## src/hw/rtl/vlo_pkg.sv

```systemverilog
// ============================================================================
// vlo_pkg
// Shared types, constants and codes of the voxel log-odds occupancy store.
// ============================================================================
package vlo_pkg;

    // Store geometry
    localparam int VOXEL_COUNT = 32768;
    localparam int COUNT_WIDTH = 16;
    localparam int ADDR_W      = $clog2(VOXEL_COUNT);
    localparam int VADDR_W     = 15;
    localparam int OCC_W       = 16;
    localparam int OCCD_W      = 15;

    // Occupancy value of a voxel that has never been seen
    localparam logic [OCC_W-1:0] UNKNOWN_OCC = 16'h8000;

    // Configuration register reset values
    localparam logic [OCC_W-1:0]  HIT_RST  = 16'd217;
    localparam logic [OCC_W-1:0]  MISS_RST = 16'hFF62;   // -158
    localparam logic [OCC_W-1:0]  MIN_RST  = 16'hFE02;   // -510
    localparam logic [OCC_W-1:0]  MAX_RST  = 16'd890;
    localparam logic [OCCD_W-1:0] OCCD_RST = 15'd355;

    // Configuration register indexes
    localparam int CFG_IDX_W = 3;
    localparam logic [CFG_IDX_W-1:0] CFG_HIT      = 3'd0;
    localparam logic [CFG_IDX_W-1:0] CFG_MISS     = 3'd1;
    localparam logic [CFG_IDX_W-1:0] CFG_MIN      = 3'd2;
    localparam logic [CFG_IDX_W-1:0] CFG_MAX      = 3'd3;
    localparam logic [CFG_IDX_W-1:0] CFG_OCCUPIED = 3'd4;

    // Item kinds
    localparam int KIND_W = 3;
    localparam logic [KIND_W-1:0] KIND_HIT     = 3'd0;
    localparam logic [KIND_W-1:0] KIND_MISS    = 3'd1;
    localparam logic [KIND_W-1:0] KIND_COMMIT  = 3'd2;
    localparam logic [KIND_W-1:0] KIND_OUTSIDE = 3'd3;
    localparam logic [KIND_W-1:0] KIND_INSIDE  = 3'd4;

    // One stored voxel
    typedef struct packed {
        logic [OCC_W-1:0]       occ;
        logic [COUNT_WIDTH-1:0] hit;
        logic [COUNT_WIDTH-1:0] total;
    } t_entry;

    localparam int ENTRY_W = $bits(t_entry);

    // Configuration register file
    typedef struct packed {
        logic [OCC_W-1:0]  hit_lo;
        logic [OCC_W-1:0]  miss_lo;
        logic [OCC_W-1:0]  min_lo;
        logic [OCC_W-1:0]  max_lo;
        logic [OCCD_W-1:0] occupied_lo;
    } t_cfg;

    // Result fields of one transaction
    typedef struct packed {
        logic [OCC_W-1:0] occ;
        logic             unknown;
        logic             changed;
    } t_res;

endpackage

```

## src/hw/rtl/vlo_calc.sv

```systemverilog
// ============================================================================
// vlo_calc
// Update datapath: given the stored voxel and one transaction, forms the
// new stored voxel and the result fields.
// ============================================================================
module vlo_calc (
    input  logic [vlo_pkg::KIND_W-1:0] i_kind,
    input  logic                       i_ray_blocked,
    input  logic                       i_in_range,
    input  vlo_pkg::t_entry            i_entry,
    input  vlo_pkg::t_cfg              i_cfg,
    output vlo_pkg::t_entry            o_entry,
    output vlo_pkg::t_res              o_res
);

    localparam int CW = vlo_pkg::COUNT_WIDTH;
    localparam int OW = vlo_pkg::OCC_W;

    logic signed [17:0] occ_x;
    logic signed [17:0] hit_x;
    logic signed [17:0] miss_x;
    logic signed [17:0] min_x;
    logic signed [17:0] max_x;
    logic signed [17:0] occd_x;
    logic signed [17:0] inc_x;
    logic signed [17:0] thr_x;
    logic signed [17:0] sum_x;
    logic signed [17:0] cmt_x;
    logic signed [17:0] out_x;
    logic signed [17:0] ins_x;
    logic [CW-1:0]      hit_inc;
    logic [CW-1:0]      tot_inc;
    logic [CW-1:0]      miss_cnt;
    logic               use_hit;
    logic               inc_ge0;
    logic               inc_le0;
    logic [OW-1:0]      new_occ;

    // Extend operands to a common width: signed fields by sign, the occupied level by zeros
    assign occ_x  = {{2{i_entry.occ[OW-1]}}, i_entry.occ};
    assign hit_x  = {{2{i_cfg.hit_lo[OW-1]}}, i_cfg.hit_lo};
    assign miss_x = {{2{i_cfg.miss_lo[OW-1]}}, i_cfg.miss_lo};
    assign min_x  = {{2{i_cfg.min_lo[OW-1]}}, i_cfg.min_lo};
    assign max_x  = {{2{i_cfg.max_lo[OW-1]}}, i_cfg.max_lo};
    assign occd_x = {3'b000, i_cfg.occupied_lo};

    // Saturating counters
    assign hit_inc = (i_entry.hit == '1) ? i_entry.hit : i_entry.hit + CW'(1);
    assign tot_inc = (i_entry.total == '1) ? i_entry.total : i_entry.total + CW'(1);

    // Majority vote of the commit
    assign miss_cnt = (i_entry.total >= i_entry.hit) ? i_entry.total - i_entry.hit : '0;
    assign use_hit  = (i_entry.hit >= miss_cnt) && (i_entry.hit != '0);
    assign inc_x    = use_hit ? hit_x : miss_x;
    assign inc_ge0  = !inc_x[17];
    assign inc_le0  = inc_x[17] || (inc_x == '0);
    assign sum_x    = occ_x + inc_x;

    // Commit clamp rules
    always_comb begin
        if (inc_ge0 && (occ_x >= max_x)) begin
            cmt_x = occ_x;
        end else if (inc_le0 && (occ_x == min_x)) begin
            cmt_x = occ_x;
        end else if (inc_le0 && (occ_x < min_x)) begin
            cmt_x = min_x;
        end else begin
            // lower clamp first, then upper: max wins when min lies above max
            cmt_x = (sum_x < min_x) ? min_x : sum_x;
            if (cmt_x > max_x) begin
                cmt_x = max_x;
            end
        end
    end

    // Reprojection adjustments
    assign thr_x = occd_x + hit_x;
    always_comb begin
        out_x = occ_x - (occd_x >>> 2);
        if (out_x < min_x) begin
            out_x = min_x;
        end
        ins_x = occ_x + (occd_x >>> 1);
        if (ins_x > max_x) begin
            ins_x = max_x;
        end
    end

    // Select the update by kind
    always_comb begin
        o_entry = i_entry;
        new_occ = i_entry.occ;
        case (i_kind)
            vlo_pkg::KIND_HIT: begin
                o_entry.hit   = hit_inc;
                o_entry.total = tot_inc;
            end
            vlo_pkg::KIND_MISS: begin
                o_entry.total = tot_inc;
            end
            vlo_pkg::KIND_COMMIT: begin
                o_entry.hit   = '0;
                o_entry.total = '0;
                new_occ       = cmt_x[OW-1:0];
            end
            vlo_pkg::KIND_OUTSIDE: begin
                if (occ_x < thr_x) begin
                    new_occ = out_x[OW-1:0];
                end
            end
            vlo_pkg::KIND_INSIDE: begin
                if (!i_ray_blocked) begin
                    new_occ = ins_x[OW-1:0];
                end
            end
            default: begin
                new_occ = i_entry.occ;
            end
        endcase
        o_entry.occ = new_occ;
    end

    // Result fields
    always_comb begin
        o_res.occ     = i_in_range ? new_occ : vlo_pkg::UNKNOWN_OCC;
        o_res.unknown = $signed(o_res.occ) < $signed(i_cfg.min_lo);
        o_res.changed = i_in_range && (new_occ != i_entry.occ);
    end

endmodule

```

## config.mk

```make
export PLATFORM = sky130hd
export DESIGN_NAME = vlo_calc
export DESIGN_NICKNAME = d
export VERILOG_FILES = /design/src/hw/rtl/vlo_pkg.sv /design/src/hw/rtl/vlo_calc.sv
export SDC_FILE = /design/constraint.sdc
export NUM_CORES = 1
export LEC_CHECK = 0
export BUFFER_PORTS_ARGS = -buffer_cell sky130_fd_sc_hd__buf_2
export CORE_ASPECT_RATIO = 1.4
export CORE_UTILIZATION = 45
export DETAILED_ROUTE_END_ITERATION = 10
export PLACE_DENSITY = 0.67
export SYNTH_ARGS = -nofsm -noshare
export SYNTH_HDL_FRONTEND = slang
export SYNTH_SLANG_ARGS = --single-unit
```

## constraint.sdc

```tcl
create_clock -name vclk -period 17
set_clock_uncertainty 0.1 [all_clocks]
set_input_delay 1.7 -clock vclk [all_inputs]
set_output_delay 1.7 -clock vclk [all_outputs]
set_load 0.05 [all_outputs]
```

==> flow_metrics.tcl <==
set metrics [dict create \
    synth.most_common_cell "ha_1" \
    layout_setup_ws_ps 739 \
    power.total_uw 1040 \
    via_per_inst 6.67 \
    final_nets 2071 \
    fin_tns_setup_ps 0 \
    dieArea_um2 24000 \
    cp_slowest_cell "or4_1" \
    slew_viol_final 0 \
    p_seq_share_pct 0 \
    num_vias 13420 \
    rows 65 \
    worst-setup-path-type "in -> out" \
    antenna_found_initial 1 \
    num_io_pins 198 \
    port_buffers 198 \
    max_stage_delay_ps 560 \
    seq_area_um2 0 \
    syn_nets 1895 \
    fillers 2372 \
    cts_hold_buf 0 \
    drv_cap 0 \
    drive_above_1_share_pct 15.8 \
    intPower_uw 360 \
    switching_power_uw 684 \
    met3_length_mm 4.12 \
    start_kind "primary input" \
    min_to "o_entry[2]" \
    initial_core_util_pct 46.3 \
    hpwl_mm 42.4 \
    hp-class "in -> out" \
    wire_per_inst_um 25.7 \
    yosysTopAreaCellShare_pct 26.6 \
    crit_path_end_kind "primary output" \
    leakage_uw 0.00570 \
    die_w_um 131 \
    syn_avg_cell_area_um2 6.87 \
    rsz0062_at_grt "no" \
    postSynthCellCount 1534 \
    pwr-share-clk_pct 0 \
    hold_start "i_entry[2]" \
    max_freq_mhz 61.5 \
    drt_iter0_drc 1198 \
    first_pass_iters 6 \
    die_h_um 183 \
    gp_congestion 1.08 \
    synth_cell_type_count 85 \
    seq_cell_count 0 \
    relSlewSlack_pct 30.0 \
    hold_violations 0 \
    hold_depth 3 \
    grt_pass1_vias 13178 \
    routed.top_layer "met4" \
    required_ps 15200 \
    n_clock_buffer 0 \
    critPathMaxFanout 15 \
    power_frac_comb_pct 100.0 \
    seq_area_frac_synth_pct 0 \
    fin_crit_ps 16260 \
    grt.total_usage_pct 41.8 \
    ys_top_cells_by_area "ha_1, a21oi_1, nand2_1, o21ai_0, nor2_1" \
    route.detailed.drc 0 \
    setup_viol 0 \
    wirelength_mm 51.6 \
    grt_pass1_wl_mm 76.3 \
    wl_met2_mm 23.4 \
    fin_crit_sh_pct 95.7 \
    worst_pin_slew_ps 1040 \
    grt_max_degree 28 \
    powerDensity_nw_per_um2 87.6 \
    ys_warn_count 0 \
    antenna_left 0 \
    grt-ovfl-total 0 \
    wl_met1_mm 17.9 \
    area.growth.synth_to_final_pct 13.1 \
    ir_worst_vdd_v 0.0000473 \
    utilization_pct 52.3 \
    dp_slack_ps 228 \
    syn_area_um2 10500 \
    switching_share_pct 65.6 \
    crit_start "i_entry[17]" \
    status "finished clean" \
    synth_largest_area_cell "ha_1" \
    synth_common_cells "ha_1, nand2_1, a21oi_1, nor2_1, inv_1" \
    crit_arrival_ps 14460 \
    coreArea_um2 22800 \
]
cell families after synthesis:
kind of cell / synth area share [%]
AND/OR/NAND/NOR: 25.2
buffers and inverters: 5.71
adder cells (fa/ha/maj): 27.6
multiplexers: 4.87
XOR/XNOR: 5.49
AO/OA/AOI/OAI: 31.1
layout make-up:
class | instances | area, um^2 | area share [%]
multi-input combinational | 1383 | 10000 | 84.0
inverter | 112 | 420 | 3.53
antenna | 2 | 5.00 | 0.0420
timing repair buffer | 213 | 1100 | 9.26
tap | 301 | 377 | 3.16
what timing repair did:
| item | CTS | global route |
|---|---|---|
| gates resized for setup | 0 | 13 |
| setup endpoints to repair | 0 | 2 |
| setup buffers | 0 | 0 |
critical path: cells and delay by family:
kind,cells,cell delay (ps)
AOI/OAI and AO/OA,28,6100
and+or+nand+nor,15,2580
adders and majority gates,7,1950
muxes,4,1130
buffers and inverters,5,950
metal layers:
metal / global-route usage (%) / vias up
li1: - / 6173
met1: 41.7 / 6180
met2: 71.9 / 773
met3: 7.82 / 294
met4: 42.5 / 0
met5: 0 / -
layout by cell type, fill, tap and decap left out, types with 6 or more instances in the layout:
cell type  netlist  final
a211oi_1        16     16
a31oi_1         32     31
a41oi_1          9      9
or2_2            7      7
nor2_1         115    115
o221ai_1         7      7
o21a_1          16     16
buf_4            1     15
o22ai_1         12     11
o211ai_1        24     24
ha_1           224    224
o31ai_1         11     10
or3_1            9      9
nand2b_1        15     15
nand2_1        150    150
inv_1          112    112
a2111oi_0        6      6
xnor2_1         47     47
a21o_1          27     27
o21bai_1        13     13
nor2b_1         16     16
nand4_1         37     37
nor3_1          41     41
a21boi_0        14     14
nand3_1         64     64
o21ai_0        102    100
nor4_1          19     18
and3_1          18     18
mux2i_1         25     22
and2_1          28     28
a21oi_1        128    127
buf_2            3    198
xor2_1          19     19
mux2_2          22     22
stage by stage:
step	hold slack [ps]	area [um^2]	instances
after floorplan	3580	10500	1534
after global placement	3710	11800	2008
after detailed placement	3710	11800	2008
after CTS	3710	11800	2008
after global routing	3740	11900	2010
final	3710	11900	2011
power by group through the flow:
stage	Sequential, uW	Clock (uW)	Combinational (uW)
3_3_place_gp	0	0	969
3_5_place_dp	0	0	977
6_report	0	0.0000196	1040
2_1_floorplan	0	0	677
4_1_cts	0	0	982
5_1_grt	0	0.0000395	1110
how the worst max path moves through the flow:
stage / endpoint / cells after the start
floorplan: o_res[1] / 64
global placement: o_res[1] / 57
detailed placement: o_res[1] / 59
CTS: o_res[1] / 57
global route: o_res[1] / 62
finish: o_res[1] / 59
Power figures use the tool's default switching activity.
