$ cat config.mk
export PLATFORM = sky130hd
export DESIGN_NAME = vlo_ram
export DESIGN_NICKNAME = d
export VERILOG_FILES = /design/src/hw/rtl/vlo_ram.sv
export SDC_FILE = /design/constraint.sdc
export NUM_CORES = 1
export LEC_CHECK = 0
export ABC_AREA = 1
export ABC_CLOCK_PERIOD_IN_PS = 2750
export BUFFER_PORTS_ARGS = -buffer_cell sky130_fd_sc_hd__buf_2
export CAP_MARGIN = 25
export CORE_MARGIN = 8
export CORE_UTILIZATION = 45
export CTS_BUF_LIST = sky130_fd_sc_hd__clkbuf_8
export CTS_CLUSTER_DIAMETER = 60
export DETAILED_ROUTE_END_ITERATION = 10
export PLACE_DENSITY = 0.64
export SETUP_SLACK_MARGIN = 0.02
export SYNTH_ARGS = -nofsm -noshare
export SYNTH_HDL_FRONTEND = slang
export SYNTH_SLANG_ARGS = --single-unit
$ cat constraint.sdc
create_clock -name i_clk -period 2.75 [get_ports i_clk]
set_input_delay 0.55 -clock i_clk [delete_from_list [all_inputs] [get_ports i_clk]]
set_output_delay 0.55 -clock i_clk [all_outputs]
set_load 0.02 [all_outputs]
$ cat src/hw/rtl/vlo_ram.sv
// ============================================================================
// vlo_ram
// Generic simple dual-port RAM: one write port, one read port, registered
// read data (old data on a same-address read and write).
// ============================================================================
module vlo_ram #(
    parameter int WIDTH = 8,
    parameter int DEPTH = 16
) (
    input  logic                     i_clk,
    input  logic                     i_we,
    input  logic [$clog2(DEPTH)-1:0] i_waddr,
    input  logic [WIDTH-1:0]         i_wdata,
    input  logic                     i_re,
    input  logic [$clog2(DEPTH)-1:0] i_raddr,
    output logic [WIDTH-1:0]         o_rdata
);

    logic [WIDTH-1:0] r_mem [DEPTH];
    logic [WIDTH-1:0] r_rdata;

    // Write port
    always_ff @(posedge i_clk) begin
        if (i_we) begin
            r_mem[i_waddr] <= i_wdata;
        end
    end

    // Registered read port
    always_ff @(posedge i_clk) begin
        if (i_re) begin
            r_rdata <= r_mem[i_raddr];
        end
    end

    assign o_rdata = r_rdata;

endmodule

==> results.cfg, run 1 <==
[yosys]
synth_edf_count = 136
mappedNetlistArea_um2 = 5847
synth_top_area_share_pct = 69.85
synth_most_common_cell = nand2_1
async_flop_share_pct = 0
ys_types = 11
synth_cells = 551
syn_nets = 570
ys.warnings.count = 0
ys_top_cells_by_area = edfxtp_1, nand2_1, nand3_1
synth_top_area_cell = edfxtp_1
synth_flop_cell = edfxtp_1
ys_seq_area_share_pct = 69.85
ys_ff_latch = 136
netlist_top_cells_count = nand2_1, edfxtp_1, inv_1
syn_area_per_cell_um2 = 10.61

[setup_path]
cp.arrival_ns = 1.99
worstPathMaxFanout = 33
crit_path_start_kind = input port
endpoint_kind = flip-flop
cp.required_ns = 2.94
crit_type = in -> reg

[clock_tree]
cts.clk_slew.worst_paths_ns = 0.08
clkLatencyLatePin_ns = 0.44
cts_root_buf = clkbuf_8
ctsResizeCount = 0
ctsHoldBuffers = 0
htree_num_levels = 4
cts_tree = done
clock_sinks = 136
post_cts_buffers = 0
clockBufferDepth = 2
numCtsBuffers = 17

[die]
die-area_um2 = 16900
core-area_um2 = 12670
placementRows = 41
dieHeight_um = 130.0
start_util_pct = 46.14
fp.dieW_um = 130.0
ios = 27

[drt]
dr.pass1.iters = 5
drcViolationCount = 0
wl_mm = 13.17
wl_per_cell_um = 17.31
postRouteAntennaNets = 0
avgViaCountPerCell = 5.024
drt_iter0_drc = 431
via_count = 3823

[status]
outcome = complete, no violations

[timing]
finClkSkew_ns = 0.01078
period_minus_slack_ns = 1.803
maxSlewViolCount = 0
worstMarginPinSlew_ns = 0.9373
relSlewSlack_pct = 37.28
setup_viol_count_final = 0
fin_crit_sh_pct = 65.58
fin_ws_ns = 0.9466
fmax_ghz = 0.5545
rsz0062_at_grt = no
hold_viol = 0
finalSetupTns_ns = 0

[grt]
grt_pass1_vias = 3940
overflow = 0
grt_max_degree = 34
globalRouteTotalUtil_pct = 16.93
grt_pass1_wl_mm = 21.17
antenna_found_initial = 0

[final_layout]
nNetsFinal = 595
drive_gt1_share_pct = 10.36
n_antenna_cell = 0
fillers = 1162
syn_to_final_growth_pct = 11.13

[power_and_ir_drop]
leakage_nw = 2.779
peakVddDrop_v = 0.0003766
power_density_nw_per_um2 = 683.8

[place]
dp_slack_ns = 0.4887
hpwl_mm = 8.465
io_buffers = 26
globalplace.congestion = 0.8036

[hold_path]
min_path_type = in -> reg

[run]
max_cap_violations = 0
-- path summary, 6_finish.rpt --
| path | cells past startpoint | slack (ns) | startpoint | endpoint |
|---|---|---|---|---|
| max | 6 | 0.95 | i_raddr[1] | o_rdata[7]$_DFFE_PP_ |
| max reg2reg | 6 | 1.60 | r_mem[12][7]$_DFFE_PP_ | o_rdata[7]$_DFFE_PP_ |
| min | 1 | 0.48 | i_re | o_rdata[1]$_DFFE_PP_ |
| min reg2reg | 6 | 0.75 | r_mem[12][1]$_DFFE_PP_ | o_rdata[1]$_DFFE_PP_ |
-- layer usage --
layer  share of wire (%)  vias up  track usage [%]
li1                    -     1826                -
met1                  44     1841            21.77
met2                  48      133            26.92
met3                 5.8       23            4.243
met4                 2.1        0            6.899
met5                   0        -                0
-- cells by family after synthesis --
kind of cell,after synthesis,synth area share (%)
simple gates,289,20.76
buf+inv,126,9.394
flops,136,69.85
-- final cells by class --
type | count | area [um2] | share of cell area, %
Clock buffer | 17 | 234.0 | 3.601
Tap cell | 172 | 215.2 | 3.312
Sequential cell | 136 | 4084 | 62.85
Clock inverter | 15 | 207.7 | 3.197
Timing Repair Buffer | 30 | 160.2 | 2.465
Inverter | 102 | 382.9 | 5.893
Multi-Input combinational cell | 289 | 1214 | 18.68
-- critical path, cell delays in order --
cell and delay [ns]:
buf_2 0.49, inv_2 0.43, nand3_1 0.19, nand3_1 0.12, nand3_1 0.11, nand2_1 0.08
-- per-stage QoR --
step / total power, mW / util, % / cell area [um2] / std cells / hold WS, ns
3_5_place_dp: 2.675 / 47.79 / 6056 / 729 / 0.7434
3_3_place_gp: 2.673 / 47.79 / 6056 / 729 / 0.7433
5_1_grt: 4.592 / 51.28 / 6497 / 761 / 0.4451
2_1_floorplan: 2.566 / - / 5847 / 551 / 0.6489
6_report: 4.443 / 51.28 / 6497 / 761 / 0.4758
4_1_cts: 4.467 / 51.28 / 6497 / 761 / 0.4599
-- report_power, final --
group	total [mW]	switching (mW)	internal [mW]
clock network	1.82	0.748	1.07
logic	0.280	0.207	0.0728
registers	2.35	0.0144	2.33
total	4.44	0.969	3.47
-- cell usage in the layout (no fill, tap or decap), drive strengths merged --
master | Yosys | final
clkinv | 0 | 8
nand3b | 2 | 2
edfxtp | 136 | 136
nand3 | 97 | 97
clkbuf | 0 | 17
buf | 24 | 30
bufinv | 0 | 5
nor2 | 17 | 17
inv | 102 | 104
nand2 | 173 | 173
-- state kept, by name, summed over array words and instances (netlist names) --
register  flops
r_mem       128
o_rdata       8
Power figures use the tool's default switching activity.
==> inputs of run 2 (changes only) <==
--- a/config.mk
+++ b/config.mk
@@ -5,8 +5,8 @@
 export SDC_FILE = /design/constraint.sdc
 export NUM_CORES = 1
 export LEC_CHECK = 0
-export ABC_AREA = 1
-export ABC_CLOCK_PERIOD_IN_PS = 2750
+export ABC_AREA = 0
+export ABC_CLOCK_PERIOD_IN_PS = 1900
 export BUFFER_PORTS_ARGS = -buffer_cell sky130_fd_sc_hd__buf_2
 export CAP_MARGIN = 25
 export CORE_MARGIN = 8
@@ -14,7 +14,7 @@
 export CTS_BUF_LIST = sky130_fd_sc_hd__clkbuf_8
 export CTS_CLUSTER_DIAMETER = 60
 export DETAILED_ROUTE_END_ITERATION = 10
-export PLACE_DENSITY = 0.64
+export PLACE_DENSITY = 0.65
 export SETUP_SLACK_MARGIN = 0.02
 export SYNTH_ARGS = -nofsm -noshare
 export SYNTH_HDL_FRONTEND = slang
==> constraint.sdc (replaced) <==
create_clock -name i_clk -period 1.9 [get_ports i_clk]
set_input_delay 0.38 -clock i_clk [delete_from_list [all_inputs] [get_ports i_clk]]
set_output_delay 0.38 -clock i_clk [all_outputs]
set_load 0.02 [all_outputs]
==> results.cfg, run 2 <==
[yosys]
ys.warnings.count = 0
netlist_top_cells_count = edfxtp_1, mux4_2, a22oi_1
ys_ff_latch = 136
syn_area_per_cell_um2 = 22.83
ys_types = 18
synth_most_common_cell = edfxtp_1
synth_flop_cell = edfxtp_1
mappedNetlistArea_um2 = 5228
synth_top_area_cell = edfxtp_1
synth_edf_count = 136
syn_nets = 248
synth_cells = 229
synth_top_area_share_pct = 78.12
ys_seq_area_share_pct = 78.12
ys_top_cells_by_area = edfxtp_1, mux4_2, mux4_1
async_flop_share_pct = 0

[clock_tree]
clock_sinks = 136
cts_root_buf = clkbuf_8
clockBufferDepth = 2
cts_tree = done
ctsHoldBuffers = 0
post_cts_buffers = 0
cts.clk_slew.worst_paths_ns = 0.07
numCtsBuffers = 17
clkLatencyLatePin_ns = 0.42
ctsResizeCount = 0
htree_num_levels = 4

[die]
start_util_pct = 45.98
dieHeight_um = 123.8
placementRows = 39
fp.dieW_um = 123.8
ios = 27
die-area_um2 = 15320
core-area_um2 = 11370

[drt]
wl_per_cell_um = 21.74
drt_iter0_drc = 271
dr.pass1.iters = 4
postRouteAntennaNets = 0
avgViaCountPerCell = 5.447
drcViolationCount = 0
wl_mm = 9.717
via_count = 2435

[setup_path]
endpoint_kind = flip-flop
reg2reg_slack_ns = 0.42
critPathMaxStageDelay_ns = 0.47
crit_family = multiplexers
cp.required_ns = 2.06
crit_buf_inv = 0
r2r_start = r_mem[10][6]$_DFFE_PP_
cp_cell_sequence = mux4_2 -> a22oi_1 -> nand2_1
crit_type = reg -> reg
reg2reg_to = o_rdata[6]$_DFFE_PP_
critPathLaunch = r_mem[10][6]$_DFFE_PP_
reg2reg_depth = 3
worstPathMaxFanout = 1
cp.depth = 3
cp_slowest_cell = mux4_2
crit_path_start_kind = flip-flop
cp.arrival_ns = 1.64
endpoint = o_rdata[6]$_DFFE_PP_

[timing]
relSlewSlack_pct = 71.68
setup_viol_count_final = 0
fin_crit_sh_pct = 78.02
fmax_ghz = 0.6746
worstMarginPinSlew_ns = 0.4248
period_minus_slack_ns = 1.482
rsz0062_at_grt = no
holdWs_ns = 0.3340
hold_viol = 0
maxSlewViolCount = 0
finClkSkew_ns = 0.01247

[final_layout]
fillers = 889
final_area_um2 = 6127
largest_register_ffs = 128
final_common_cell = edfxtp_1
drive_gt1_share_pct = 33.66
syn_to_final_growth_pct = 17.21
multi_input_area_um2 = 1057
top_register = r_mem
nNetsFinal = 311
final_cell_mix = edfxtp_1, buf_2, buf_4, mux4_2, clkbuf_8
seqCellArea_um2 = 4084

[power_and_ir_drop]
power_density_nw_per_um2 = 1029
leakage_nw = 2.078
peakVddDrop_v = 0.0003924

[hold_path]
min_path_type = in -> reg

[run]
max_cap_violations = 0

[grt]
grt_max_degree = 23
grt_pass1_wl_mm = 15.02
globalRouteTotalUtil_pct = 13.92
grt_pass1_vias = 2609
antenna_found_initial = 1
overflow = 0

[place]
globalplace.congestion = 0.6992
hpwl_mm = 6.352
placed_area_um2 = 5685
io_buffers = 26

[status]
outcome = complete, no violations
[run 2: cell count changes after synthesis, sizes merged, moves of 2 or more]
cell	change
mux4	+32
clkdlybuf4s25	+3
inv	-102
nand2b	+2
buf	-17
nand3	-96
nor2	-4
nand2	-164
a22oi	+16
nor3	+4
[run 2: cells by family (layout without fill, tap and decap cells)]
logic type             count (synthesis)  in the layout  share of synthesized area, %
and+or+nand+nor                       35             35                         3.136
muxes                                 32             32                         14.79
DFF                                  136            136                         78.12
buffers and inverters                 10             84                         1.651
other                                  0              1                             0
AOI/OAI and AO/OA                     16             16                         2.298
[run 2: worst min-delay path by stage]
stage / start / to / slack, ns / cells past startpoint
after floorplan: i_wdata[0] / r_mem[0][0]$_DFFE_PP_ / 0.48 / 0
after global placement: r_mem[13][4]$_DFFE_PP_ / o_rdata[4]$_DFFE_PP_ / 0.73 / 3
after detailed placement: r_mem[8][3]$_DFFE_PP_ / o_rdata[3]$_DFFE_PP_ / 0.75 / 3
after CTS: i_wdata[3] / r_mem[12][3]$_DFFE_PP_ / 0.31 / 1
after global routing: i_re / o_rdata[7]$_DFFE_PP_ / 0.32 / 1
final: i_wdata[3] / r_mem[12][3]$_DFFE_PP_ / 0.33 / 1
[run 2: report_power, final]
| part | switching (mW) | internal (mW) | total [mW] |
|---|---|---|---|
| registers | 0.0179 | 3.38 | 3.39 |
| clock network | 1.03 | 1.54 | 2.58 |
| logic | 0.189 | 0.144 | 0.333 |
| total | 1.24 | 5.06 | 6.30 |
[run 2: final cells by class]
cell class,count,share of cell area (%)
antenna,1,0.04084
clock buffer,17,3.819
clock inverter,13,3.349
multi-input combinational,83,17.26
sequential,136,66.65
tap,143,2.920
timing repair buffer,54,5.963
[run 2: layer usage]
layer,vias up,GRT usage (%),routed length (um)
li1,1105,-,-
met1,1259,17.92,4185
met2,67,21.95,4895
met3,4,3.808,572
met4,0,5.869,63
met5,-,0,0
[run 2: metrics by stage]
stage | setup WS, ns | setup TNS (ns) | std cells | utilization [%] | power (mW)
floorplan | 0.02713 | 0 | 229 | - | 3.645
global placement | -0.01145 | -0.01145 | 416 | 50.01 | 3.793
detailed placement | -0.01514 | -0.03187 | 416 | 50.01 | 3.802
CTS | 0.3958 | 0 | 446 | 53.87 | 6.352
global route | 0.3607 | 0 | 446 | 53.87 | 6.498
finish | 0.4176 | 0 | 447 | 53.89 | 6.304
==> inputs of run 3 (changes only) <==
--- a/config.mk
+++ b/config.mk
@@ -6,7 +6,7 @@
 export NUM_CORES = 1
 export LEC_CHECK = 0
 export ABC_AREA = 0
-export ABC_CLOCK_PERIOD_IN_PS = 1900
+export ABC_CLOCK_PERIOD_IN_PS = 1250
 export BUFFER_PORTS_ARGS = -buffer_cell sky130_fd_sc_hd__buf_2
 export CAP_MARGIN = 25
 export CORE_MARGIN = 8
@@ -14,7 +14,7 @@
 export CTS_BUF_LIST = sky130_fd_sc_hd__clkbuf_8
 export CTS_CLUSTER_DIAMETER = 60
 export DETAILED_ROUTE_END_ITERATION = 10
-export PLACE_DENSITY = 0.65
+export PLACE_DENSITY = 0.67
 export SETUP_SLACK_MARGIN = 0.02
 export SYNTH_ARGS = -nofsm -noshare
 export SYNTH_HDL_FRONTEND = slang
==> constraint.sdc (replaced) <==
create_clock -name i_clk -period 1.25 [get_ports i_clk]
set_input_delay 0.25 -clock i_clk [delete_from_list [all_inputs] [get_ports i_clk]]
set_output_delay 0.25 -clock i_clk [all_outputs]
set_load 0.02 [all_outputs]
==> results.cfg, run 3 (same netlist as run 2, synthesis figures left out) <==
[place]
dp_slack_ns = -0.5883
io_buffers = 26
hpwl_mm = 6.607
dpl.cell_count = 419
globalplace.congestion = 0.7103

[setup_path]
reg2reg_slack_ns = -0.20
endpoint_kind = flip-flop
cp.arrival_ns = 1.62
crit_path_start_kind = flip-flop
cp.depth = 3
cp_slowest_cell = mux4_2
crit_buf_inv = 0
crit_type = reg -> reg
cp_cell_sequence = mux4_2 -> a22oi_2 -> nand2_1
reg2reg_depth = 3
crit_family = multiplexers
critPathMaxStageDelay_ns = 0.51
cp.required_ns = 1.42
worstPathMaxFanout = 1
r2r_start = r_mem[11][1]$_DFFE_PP_
reg2reg_to = o_rdata[1]$_DFFE_PP_

[power_and_ir_drop]
peakVddDrop_v = 0.0009651
internal_power_mw = 7.424
pwr-share-seq_pct = 54.1
swShare_pct = 22.20
leakage_nw = 2.076
p_comb_share_pct = 6.1
p_clk_share_pct = 39.7
power_density_nw_per_um2 = 1516
power.switching_mw = 2.119

[die]
core-area_um2 = 11370
fp.dieW_um = 123.8
dieHeight_um = 123.8
ios = 27
placementRows = 39
start_util_pct = 45.98
die-area_um2 = 15320

[grt]
met1_usage_pct = 17.47
globalRouteTotalUtil_pct = 13.75
overflow = 0
grt_pass1_vias = 2546
antenna_found_initial = 0
grt_use_met3_pct = 4.986
use_met2_pct = 21.71
grt_max_degree = 19
busiest_layer = met2
grt_pass1_wl_mm = 14.92

[drt]
wl_per_cell_um = 21.95
via_count = 2459
wl_mm = 9.901
avgViaCountPerCell = 5.452
drt_iter0_drc = 231
drcViolationCount = 0
dr.pass1.iters = 4
postRouteAntennaNets = 0

[timing]
relSlewSlack_pct = 40.44
setup_viol_count_final = 12
holdWs_ns = 0.1881
maxSlewViolCount = 0
worstMarginPinSlew_ns = 0.8916
finalSetupTns_ns = -1.056
rsz0062_at_grt = yes
fin_crit_sh_pct = 116.1
period_minus_slack_ns = 1.451
fmax_ghz = 0.6892
finClkSkew_ns = 0.01334
hold_viol = 0
fin_ws_ns = -0.2010

[final_layout]
final_cell_mix = edfxtp_1, mux4_2, buf_4, buf_2, clkbuf_8
post-route-util_pct = 55.38
n_antenna_cell = 0
fillers = 848
largest_register_ffs = 128
drive_gt1_share_pct = 44.48
final_common_cell = edfxtp_1
syn_to_final_growth_pct = 20.44
fin_cells = 451
nNetsFinal = 314
top_register = r_mem

[run]
max_cap_violations = 0

[clock_tree]
cts.clk_slew.worst_paths_ns = 0.08
clkLatencyLatePin_ns = 0.43
ctsHoldBuffers = 0
cts_root_buf = clkbuf_8
numCtsBuffers = 17
cts_tree = done
htree_num_levels = 4
clock_sinks = 136
clockBufferDepth = 2

[hold_path]
min_delay_worst_endpoint = o_rdata[2]$_DFFE_PP_
hold_depth = 1
min_path_type = in -> reg
hold_start = i_re

[status]
outcome = finished, violations left
violations = negative setup slack
## run 3: power by group through the flow
stage	Sequential (mW)	Combinational [mW]	Clock, mW
floorplan	5.28	0.291	0
global placement	5.26	0.543	0
detailed placement	5.26	0.551	0
CTS	5.17	0.581	3.87
global route	5.17	0.626	4.04
finish	5.17	0.586	3.79
## run 3: cell type report
type | count | area [um2] | share of cell area [%]
flip-flops and latches | 136 | 4084 | 64.86
multi-input cells | 83 | 1096 | 17.41
repair buffers | 57 | 513.0 | 8.148
clock buffers | 17 | 234.0 | 3.716
clock inverters | 15 | 190.2 | 3.021
well taps | 143 | 178.9 | 2.842
## run 3: per-stage QoR
stage               total power, mW  cell area [um2]
floorplan                     5.573             5264
global placement              5.804             5786
detailed placement            5.815             5786
CTS                           9.619             6265
global route                  9.843             6296
finish                        9.543             6296
## run 3: timing repair
item / 4_1_cts / 5_1_grt
pin swaps: 0 / 2
setup buffers: 0 / 0
hold endpoints to repair: 0 / 0
gates resized for setup: 18 / 7
endpoints found under the setup margin: 15 / 16
## run 3: worst max path at each step
stage / start / to
2_1_floorplan: i_raddr[0] / o_rdata[1]$_DFFE_PP_
3_3_place_gp: i_raddr[0] / o_rdata[1]$_DFFE_PP_
3_5_place_dp: i_raddr[0] / o_rdata[1]$_DFFE_PP_
4_1_cts: r_mem[11][1]$_DFFE_PP_ / o_rdata[1]$_DFFE_PP_
5_1_grt: r_mem[11][1]$_DFFE_PP_ / o_rdata[1]$_DFFE_PP_
6_report: r_mem[11][1]$_DFFE_PP_ / o_rdata[1]$_DFFE_PP_
## run 3: metal layers
layer  routed length [um]  vias up
met5                    0        -
met4                   85        0
met3                  915       10
met2                 4833      101
met1                 4067     1244
li1                     -     1104
